### src/hw/rtl/urc_pkg.sv
// Package for the UART register capture block: beat types, controller
// command and status structs, op codes, register offsets and constants.
// No dependencies.
package urc_pkg;

  localparam logic [1:0] OP_READ  = 2'd0;
  localparam logic [1:0] OP_WRITE = 2'd1;
  localparam logic [1:0] OP_DRAIN = 2'd2;

  localparam logic [2:0] OFF_DATA = 3'd0;
  localparam logic [2:0] OFF_IER  = 3'd1;
  localparam logic [2:0] OFF_LCR  = 3'd3;
  localparam logic [2:0] OFF_LSR  = 3'd5;

  localparam logic [7:0] LSR_VALUE = 8'h60;
  localparam int         DLAB_BIT  = 7;

  typedef struct packed {
    logic [1:0] op;
    logic [2:0] reg_offset;
    logic [7:0] write_data;
  } urc_in_t;

  typedef struct packed {
    logic [7:0] read_data;
    logic [7:0] drained_char;
    logic       drained_valid;
    logic [6:0] drained_count;
    logic       last;
  } urc_out_t;

  typedef struct packed {
    logic accept;
    logic read_next;
    logic load_char;
  } urc_cmd_t;

  typedef struct packed {
    logic fill_empty;
    logic drain_more;
  } urc_sts_t;

endpackage

### src/hw/rtl/urc_ctrl.sv
// Controller state machine of the UART register capture block.
// Sequences register accesses and drain reads; depends on urc_pkg.
module urc_ctrl
  import urc_pkg::*;
(
  input  logic     clk,
  input  logic     rst_n,
  input  logic     in_valid,
  input  logic     in_is_drain,
  output logic     in_stall,
  output logic     out_valid,
  input  logic     out_stall,
  input  urc_sts_t sts,
  output urc_cmd_t cmd
);

  localparam logic [1:0] S_IDLE = 2'd0;
  localparam logic [1:0] S_READ = 2'd1;
  localparam logic [1:0] S_SEND = 2'd2;

  logic [1:0] state_r;
  logic [1:0] state_nxt;
  logic       accept;
  logic       read_next;
  logic [1:0] accept_state;

  always_comb begin
    in_stall     = !((state_r == S_IDLE) ||
                     ((state_r == S_SEND) && !out_stall && !sts.drain_more));
    accept       = in_valid && !in_stall;
    read_next    = (state_r == S_SEND) && !out_stall && sts.drain_more;
    accept_state = (in_is_drain && !sts.fill_empty) ? S_READ : S_SEND;
    out_valid    = (state_r == S_SEND);
    cmd.accept    = accept;
    cmd.read_next = read_next;
    cmd.load_char = (state_r == S_READ);
  end

  always_comb begin
    state_nxt = state_r;
    case (state_r)
      S_IDLE: begin
        if (accept) begin
          state_nxt = accept_state;
        end
      end
      S_READ: begin
        state_nxt = S_SEND;
      end
      S_SEND: begin
        if (read_next) begin
          state_nxt = S_READ;
        end else if (accept) begin
          state_nxt = accept_state;
        end else if (!out_stall) begin
          state_nxt = S_IDLE;
        end
      end
      default: begin
        state_nxt = S_IDLE;
      end
    endcase
  end

  always_ff @(posedge clk) begin
    if (!rst_n) begin
      state_r <= S_IDLE;
    end else begin
      state_r <= state_nxt;
    end
  end

endmodule

### src/hw/rtl/urc_dp.sv
// Datapath of the UART register capture block: emulated registers, the
// capture memory, drain counters and the result register; depends on urc_pkg.
module urc_dp
  import urc_pkg::*;
#(
  parameter int CAPTURE_DEPTH = 64
)
(
  input  logic     clk,
  input  logic     rst_n,
  input  logic     cfg_we,
  input  logic     cfg_wdata,
  input  urc_in_t  in_beat,
  input  urc_cmd_t cmd,
  output urc_sts_t sts,
  output urc_out_t out_beat
);

  localparam int FW = $clog2(CAPTURE_DEPTH + 1);
  localparam int AW = (CAPTURE_DEPTH > 1) ? $clog2(CAPTURE_DEPTH) : 1;

  logic          emu_r;
  logic [7:0]    dll_r;
  logic [7:0]    dlh_r;
  logic [7:0]    lcr_r;
  logic [FW-1:0] fill_r;
  logic [FW-1:0] idx_r;
  logic [FW-1:0] cnt_r;
  logic [7:0]    mem [CAPTURE_DEPTH];
  logic [7:0]    mem_q_r;
  urc_out_t      out_r;
  urc_out_t      out_nxt;

  logic          dlab;
  logic [7:0]    rd_val;
  logic          reg_wr;
  logic          mem_we;
  logic          mem_re;
  logic          start;
  logic [AW-1:0] rd_addr;
  logic          fin;

  always_comb begin
    dlab = lcr_r[DLAB_BIT];
    rd_val = 8'h00;
    if (emu_r) begin
      case (in_beat.reg_offset)
        OFF_DATA: rd_val = dlab ? dll_r : 8'h00;
        OFF_IER:  rd_val = dlab ? dlh_r : 8'h00;
        OFF_LCR:  rd_val = lcr_r;
        OFF_LSR:  rd_val = LSR_VALUE;
        default:  rd_val = 8'h00;
      endcase
    end
    reg_wr  = cmd.accept && emu_r && (in_beat.op == OP_WRITE);
    mem_we  = reg_wr && (in_beat.reg_offset == OFF_DATA) && !dlab &&
              (fill_r < FW'(CAPTURE_DEPTH));
    start   = cmd.accept && (in_beat.op == OP_DRAIN) && (fill_r != '0);
    mem_re  = start || cmd.read_next;
    rd_addr = start ? '0 : idx_r[AW-1:0];
    fin     = ((idx_r + FW'(1)) == cnt_r);
    sts.fill_empty = (fill_r == '0);
    sts.drain_more = (idx_r != cnt_r);
    out_nxt = out_r;
    if (cmd.accept) begin
      out_nxt      = '0;
      out_nxt.last = 1'b1;
      if (in_beat.op == OP_READ) begin
        out_nxt.read_data = rd_val;
      end
    end else if (cmd.load_char) begin
      out_nxt.read_data     = 8'h00;
      out_nxt.drained_char  = mem_q_r;
      out_nxt.drained_valid = 1'b1;
      out_nxt.drained_count = fin ? 7'(cnt_r) : 7'd0;
      out_nxt.last          = fin;
    end
    out_beat = out_r;
  end

  always_ff @(posedge clk) begin
    if (!rst_n) begin
      emu_r  <= 1'b1;
      dll_r  <= 8'h00;
      dlh_r  <= 8'h00;
      lcr_r  <= 8'h00;
      fill_r <= '0;
      idx_r  <= '0;
      cnt_r  <= '0;
    end else begin
      if (cfg_we) begin
        emu_r <= cfg_wdata;
      end
      if (reg_wr) begin
        case (in_beat.reg_offset)
          OFF_DATA: begin
            if (dlab) begin
              dll_r <= in_beat.write_data;
            end
          end
          OFF_IER: begin
            if (dlab) begin
              dlh_r <= in_beat.write_data;
            end
          end
          OFF_LCR: begin
            lcr_r <= in_beat.write_data;
          end
          default: begin
          end
        endcase
      end
      if (mem_we) begin
        fill_r <= fill_r + FW'(1);
      end
      if (start) begin
        cnt_r  <= fill_r;
        idx_r  <= '0;
        fill_r <= '0;
      end else if (cmd.load_char) begin
        idx_r <= idx_r + FW'(1);
      end
    end
  end

  always_ff @(posedge clk) begin
    if (mem_we) begin
      mem[fill_r[AW-1:0]] <= in_beat.write_data;
    end
    if (mem_re) begin
      mem_q_r <= mem[rd_addr];
    end
  end

  always_ff @(posedge clk) begin
    out_r <= out_nxt;
  end

endmodule

### src/hw/rtl/uart_register_capture.sv
// Top level of the UART register capture block; instantiates urc_ctrl and
// urc_dp and depends on urc_pkg.
// Register access: result registered in the cycle after the input beat; one
// beat a cycle when the result side does not stall. Drain: each byte is read
// into a register, then the result register, and is taken before the next
// is read. Synchronous active-low reset clears registers and fill count.
module uart_register_capture
  import urc_pkg::*;
#(
  parameter int CAPTURE_DEPTH = 64
)
(
  input  logic     clk,
  input  logic     rst_n,
  input  logic     cfg_we,
  input  logic     cfg_wdata,
  input  logic     in_valid,
  output logic     in_stall,
  input  urc_in_t  in_beat,
  output logic     out_valid,
  input  logic     out_stall,
  output urc_out_t out_beat
);

  urc_cmd_t cmd;
  urc_sts_t sts;

  urc_ctrl u_ctrl (
    .clk         (clk),
    .rst_n       (rst_n),
    .in_valid    (in_valid),
    .in_is_drain (in_beat.op == OP_DRAIN),
    .in_stall    (in_stall),
    .out_valid   (out_valid),
    .out_stall   (out_stall),
    .sts         (sts),
    .cmd         (cmd)
  );

  urc_dp #(
    .CAPTURE_DEPTH (CAPTURE_DEPTH)
  ) u_dp (
    .clk       (clk),
    .rst_n     (rst_n),
    .cfg_we    (cfg_we),
    .cfg_wdata (cfg_wdata),
    .in_beat   (in_beat),
    .cmd       (cmd),
    .sts       (sts),
    .out_beat  (out_beat)
  );

endmodule
### config.mk
export PLATFORM = sky130hd
export DESIGN_NAME = uart_register_capture
export DESIGN_NICKNAME = d
export VERILOG_FILES = /design/src/hw/rtl/urc_pkg.sv /design/src/hw/rtl/urc_ctrl.sv /design/src/hw/rtl/urc_dp.sv /design/src/hw/rtl/uart_register_capture.sv
export SDC_FILE = /design/constraint.sdc
export NUM_CORES = 1
export LEC_CHECK = 0
export ABC_AREA = 1
export BUFFER_PORTS_ARGS = -buffer_cell sky130_fd_sc_hd__buf_2
export CORE_ASPECT_RATIO = 0.5
export CORE_UTILIZATION = 30
export DETAILED_ROUTE_END_ITERATION = 6
export SKIP_CTS_REPAIR_TIMING = 1
export SYNTH_ARGS = -nofsm -noshare
export SYNTH_HDL_FRONTEND = slang
export SYNTH_SLANG_ARGS = --single-unit
### constraint.sdc
create_clock -name clk -period 5 [get_ports clk]
set_input_delay 0.25 -clock clk [delete_from_list [all_inputs] [get_ports clk]]
set_output_delay 0.25 -clock clk [all_outputs]
set_load 0.005 [all_outputs]
==> results of run 1 <==
## layout by cell type, fill, tap and decap left out, types with 6 or more instances in the layout
cell / count
nor3_1: 6
buf_2: 45
clkbuf_1: 20
nand3_2: 7
nand3_1: 503
clkinv_2: 10
or2_2: 81
o2111ai_1: 32
nand3b_1: 112
clkinv_1: 14
nand2_1: 238
buf_4: 20
edfxtp_1: 528
o21ai_0: 75
inv_1: 250
nor2_1: 195
a211oi_1: 10
clkbuf_16: 59
inv_2: 8
dfxtp_1: 64
a21oi_1: 41
## through the flow
stage	area [um2]	setup slack [ns]	power, mW	cells	util (%)
after global routing	28690	0.4671	9.919	3490	34.01
after global placement	26930	0.8471	5.673	3380	31.92
after detailed placement	26930	0.8213	5.674	3380	31.92
final	28690	0.8176	9.664	3490	34.01
after CTS	28660	0.7868	9.731	3487	33.97
after floorplan	25710	2.225	5.546	2338	-
## worst max-delay path, delay by kind of cell, from the launching register on
family	cells	cell delay, ns
buffers and inverters	3	0.56
flip-flops	1	0.49
AND/OR/NAND/NOR	12	2.75
## where the power goes
part	total [mW]	switching, mW	leakage, nW	internal (mW)
logic	0.170	0.142	4.35	0.0280
registers	5.40	0.00368	5.28	5.39
clock network	4.10	1.83	0.848	2.27
## worst paths after layout
kind                          start                 to  slack (ns)  cells past startpoint
setup / recovery      u_dp.idx_r[0]    u_dp.mem[44][6]        0.82                     15
hold / removal             in_valid  u_ctrl.state_r[1]       0.006                      3
setup reg to reg      u_dp.idx_r[0]    u_dp.mem[44][6]        0.82                     15
hold reg to reg   u_dp.out_beat[10]  u_dp.out_beat[10]        0.47                      2
## metal layers
metal	track usage [%]	wire, um	vias to the layer above
met3	2.699	4443	109
met4	4.517	1634	0
met2	25.22	31580	545
li1	-	-	8122
met1	20.33	29180	8390
met5	0	0	-
## cells by family after synthesis
logic type | after synthesis
and+or+nand+nor | 1160
DFF | 593
buffers and inverters | 403
AOI/OAI and AO/OA | 172
xor gates and xnor gates | 7
adders and majority gates | 3
## sequential cells by signal, summed over array words and instances (netlist names)
| register | count |
|---|---|
| u_ctrl.state_r | 2 |
| u_dp.cnt_r | 7 |
| u_dp.dlh_r | 8 |
| u_dp.dll_r | 8 |
| u_dp.emu_r | 1 |
| u_dp.fill_r | 7 |
| u_dp.idx_r | 7 |
| u_dp.lcr_r | 8 |
| u_dp.mem | 512 |
| u_dp.mem_q_r | 8 |
| u_dp.out_beat | 25 |
## final cells by class
type	instances	area, um2	area share [%]
clock buffers	79	1551	5.408
clock inverters	28	183.9	0.6411
inverters	260	978.4	3.410
multi-input cells	1342	6935	24.17
flip-flops and latches	593	17160	59.81
well taps	1116	1396	4.867
repair buffers	72	485.5	1.692
==> impl_metrics.env, run 1 <==
export IMPL_critPathSlowestCell="nor2_1"
export IMPL_worstMarginPinSlew_ns=1.367
export IMPL_grt_pass1_vias=16810
export IMPL_postRouteAntennaNets=0
export IMPL_synth_top_cell_by_area="edfxtp_1"
export IMPL_leakage_nw=10.48
export IMPL_critPathKind="flip-flop to flip-flop"
export IMPL_drive_gt1_share_pct=10.70
export IMPL_crit_path_max_fanout=44
export IMPL_drv_cap=0
export IMPL_root_buffer="clkbuf_16"
export IMPL_yosys_area_share_xor_xnor_pct=0.2385
export IMPL_avgSynthCellArea_um2=10.99
export IMPL_vias=17170
export IMPL_cts_buffers=58
export IMPL_fmax_ghz=0.2391
export IMPL_finalSetupViolCount=0
export IMPL_final_period_utilization_pct=83.65
export IMPL_critPathMaxStageDelay_ns=0.79
export IMPL_powerDensity_mw_per_mm2=336.8
export IMPL_ys_top_cells_by_count="528 x edfxtp_1, 503 x nand3_1, 250 x inv_1, 240 x nand2_1, 195 x nor2_1"
export IMPL_drcViolationCount=0
export IMPL_end_kind="flip-flop"
export IMPL_boundaryPins=46
export IMPL_yosysWarnings=0
export IMPL_gp_congestion=0.8621
export IMPL_clock_skew_ns=0.02525
export IMPL_yosysUniqueCellTypes=39
export IMPL_clock_sinks=593
export IMPL_cts_max_path_buffers=3
export IMPL_synth_seq_area_share_pct=66.74
export IMPL_yosysTopAreaCellShare_pct=61.68
export IMPL_grt_use_total_pct=15.21
export IMPL_cp_arrival_ns=4.43
export IMPL_dieWidth_um=416.0
export IMPL_clk_latency_ns=0.62
export IMPL_synthTopCellsByArea="edfxtp_1 62%, nand3_1 9.8%, dfxtp_1 5.1%"
export IMPL_synth_compound_area_share_pct=4.103
export IMPL_synth_top_family_by_area="simple AND/OR/NAND/NOR gates"
export IMPL_muxShareOfSynthArea_pct=0
export IMPL_place_hpwl_mm=39.56
export IMPL_finalWirelength_mm=66.84
export IMPL_grt_pass1_wl_mm=101.8
export IMPL_startpoint_type="flip-flop"
export IMPL_period_needed_ns=4.182
export IMPL_postSynthNetCount=2360
export IMPL_synthSimpleGateAreaFrac_pct=22.39
export IMPL_clk_pin_slew_ns=0.06
export IMPL_drt_iter0_drc=1954
export IMPL_dieArea_mm2=0.08693
export IMPL_die_y_um=209.0
export IMPL_wire_per_inst_um=19.15
export IMPL_synthFlopType="edfxtp_1"
export IMPL_ys_ff_latch=593
export IMPL_ys_async_sr_fraction_pct=0
export IMPL_finalHoldViolCount=0
export IMPL_required_ns=5.24
export IMPL_syn_area_mm2=0.02571
export IMPL_status="complete, no violations"
export IMPL_fillers=8300
export IMPL_peakVddDrop_mv=0.2339
export IMPL_rows=75
export IMPL_antenna_found_initial=1
export IMPL_synthAdderAreaFrac_pct=0.1460
export IMPL_rsz0062_at_grt="no"
export IMPL_start_util_pct=30.47
export IMPL_drtPass1Iterations=7
export IMPL_min_path_type="input port to flip-flop"
export IMPL_io_buffers=45
export IMPL_htreeDepth=2
export IMPL_crit_path_frequent_cell="nand2_1"
export IMPL_routed_via_density=4.919
export IMPL_synth_edf_count=528
export IMPL_worstPathCellList="inv_4 > nand2_1 > nand2_1 > nand2_1 > nor2_1 > nand3_1 > nand2_1 > inv_2 > nor2_4 > nand3_2 > inv_2 > nand4_4 > nor2_4 > nand3_2 > nor2_1"
export IMPL_coreArea_mm2=0.08436
export IMPL_area_growth_pct=11.61
export IMPL_nets=2349
export IMPL_slew_viol_final=0
export IMPL_grt_max_degree=275
export IMPL_synth_most_common_cell="edfxtp_1"
export IMPL_cts_tree="built"
export IMPL_slew_headroom_pct=8.853
export IMPL_tns_ns=0
export IMPL_holdWs_ns=0.005753
export IMPL_grt_overflow=0
export IMPL_syn_inst=2338
export IMPL_n_antenna_cell=0
Note: power is estimated with default switching activity, not from simulation.
==> run 2: changes to the inputs <==
clock period = 4.2 ns   (was 5 ns; I/O delays follow)
==> impl_metrics.env, run 2 (same netlist as run 1, synthesis figures left out) <==
export IMPL_drcViolationCount=0
export IMPL_clk_latency_ns=0.63
export IMPL_root_buffer="clkbuf_16"
export IMPL_cts_max_path_buffers=3
export IMPL_mostFrequentLayoutCell="edfxtp_1"
export IMPL_rrSetupSlack_ns=0.61
export IMPL_crit_path_max_fanout=52
export IMPL_rows=75
export IMPL_seq_area_mm2=0.01716
export IMPL_combPwrFrac_pct=1.7
export IMPL_grt_overflow=0
export IMPL_worstMarginPinSlew_ns=1.259
export IMPL_routed_via_density=4.903
export IMPL_min_from="rst_n"
export IMPL_min_path_type="input port to flip-flop"
export IMPL_dieArea_mm2=0.08693
export IMPL_leakage_nw=10.83
export IMPL_placed_area_mm2=0.02725
export IMPL_antenna_found_initial=1
export IMPL_final_cell_area_mm2=0.02932
export IMPL_fmax_ghz=0.2785
export IMPL_whs_endpoint="u_dp.cnt_r[6]"
export IMPL_n_antenna_cell=0
export IMPL_postRouteAntennaNets=0
export IMPL_multiInputGateArea_mm2=0.006935
export IMPL_wire_per_inst_um=19.07
export IMPL_drtPass1Iterations=6
export IMPL_clock_skew_ns=0.02691
export IMPL_p_sw_mw=2.453
export IMPL_finalSetupViolCount=0
export IMPL_final_cell_mix="528 x edfxtp_1, 503 x nand3_1, 250 x inv_1"
export IMPL_start_util_pct=30.47
export IMPL_end_kind="flip-flop"
export IMPL_switching_share_pct=20.20
export IMPL_cts_tree="built"
export IMPL_tns_ns=0
export IMPL_grt_use_total_pct=15.36
export IMPL_drv_cap=0
export IMPL_reg2reg_to="u_dp.mem_q_r[4]"
export IMPL_rsz0062_at_grt="no"
export IMPL_gp_congestion=0.8132
export IMPL_vias=17320
export IMPL_clkPwrFrac_pct=45.4
export IMPL_cts_buffers=60
export IMPL_drt_iter0_drc=1839
export IMPL_clk_pin_slew_ns=0.06
export IMPL_r2r_cells=14
export IMPL_io_buffers=45
export IMPL_nets=2387
export IMPL_clock_sinks=593
export IMPL_timing_rr_start="u_dp.fill_r[5]"
export IMPL_pwr_share_seq_pct=52.9
export IMPL_grt_pass1_wl_mm=103.5
export IMPL_cp_arrival_ns=3.98
export IMPL_startpoint_type="flip-flop"
export IMPL_final_period_utilization_pct=85.49
export IMPL_whs_path_depth=3
export IMPL_finalHoldViolCount=0
export IMPL_internal_power_mw=9.687
export IMPL_grt_max_degree=233
export IMPL_slew_headroom_pct=15.99
export IMPL_drive_gt1_share_pct=12.79
export IMPL_powerDensity_mw_per_mm2=414.0
export IMPL_coreArea_mm2=0.08436
export IMPL_boundaryPins=46
export IMPL_status="complete, no violations"
export IMPL_peakVddDrop_mv=0.3110
export IMPL_fillers=8260
export IMPL_die_y_um=209.0
export IMPL_grt_pass1_vias=17040
export IMPL_period_needed_ns=3.590
export IMPL_critPathKind="flip-flop to flip-flop"
export IMPL_htreeDepth=2
export IMPL_slew_viol_final=0
export IMPL_largest_reg_flops=512
export IMPL_dieWidth_um=416.0
export IMPL_place_hpwl_mm=39.83
export IMPL_area_growth_pct=14.07
export IMPL_finalWirelength_mm=67.37
export IMPL_required_ns=4.59
run 2: cell types whose count changed in the layout (fill, tap and decap cells not counted):
cell | previous run | this run
buf_4 | 20 | 50
clkbuf_1 | 20 | 9
clkbuf_8 | 0 | 7
bufinv_16 | 2 | 8
buf_12 | 4 | 9
clkinvlp_4 | 1 | 5
clkinv_1 | 14 | 11
clkinv_2 | 10 | 12
clkbuf_16 | 59 | 60
clkinv_8 | 0 | 1
dlygate4sd3_1 | 3 | 4
inv_6 | 2 | 1
run 2: critical path: stages, from the launching register on:
cell and delay (ns):
dfxtp_1 0.48, nor2_1 0.09, nand2_1 0.32, nor2_1 0.13, nor3_2 0.23, nand3_4 0.24
nand2_4 0.33, buf_4 0.55, nand2_1 0.11, nand3_1 0.09, nand3_1 0.11, nand3_1 0.14
nand3_1 0.21, nand3_1 0.20, nand2_1 0.06
run 2: final cells by class:
type,count,area share (%)
Sequential cell,593,58.52
Multi-Input combinational cell,1342,23.65
Clock buffer,76,5.564
Tap cell,1116,4.762
Inverter,260,3.337
Timing Repair Buffer,108,2.799
Clock inverter,37,1.365
run 2: per-stage QoR:
step                      total power, mW  std cells  hold slack (ns)  setup WS, ns  util (%)
after CTS                           12.23       3528          -0.2648        0.6629     34.71
final                               12.14       3532          0.04909        0.6096     34.76
after global placement              6.751       3415           0.4140        0.6837     32.30
after detailed placement            6.753       3415           0.4177        0.6920     32.30
after floorplan                     6.602       2338           0.3089         1.425         -
after global routing                12.46       3532          0.05411        0.3282     34.76
run 2: metal layers:
layer / vias up / GRT usage, % / wire length (um)
met1: 8442 / 20.86 / 29610
li1: 8213 / - / -
met2: 555 / 25.22 / 31810
met5: - / 0 / 0
met4: 0 / 4.504 / 1596
met3: 108 / 2.566 / 4356
run 2: worst max-delay path by stage:
stage	from	to	cells after the start
final	u_dp.fill_r[5]	u_dp.mem_q_r[4]	14
after CTS	u_dp.fill_r[5]	u_dp.mem_q_r[3]	14
after detailed placement	u_dp.fill_r[5]	u_dp.mem_q_r[3]	14
after global routing	u_dp.fill_r[5]	u_dp.mem_q_r[3]	14
after global placement	u_dp.fill_r[5]	u_dp.mem_q_r[4]	14
after floorplan	u_dp.idx_r[0]	u_dp.mem[23][0]	16
run 2: power groups by stage:
stage	Clock (mW)	Combinational (mW)	Sequential, mW
after floorplan	0	0.0519	6.55
after global placement	0	0.202	6.55
after detailed placement	0	0.204	6.55
after CTS	5.60	0.203	6.42
after global routing	5.82	0.221	6.42
final	5.51	0.203	6.42
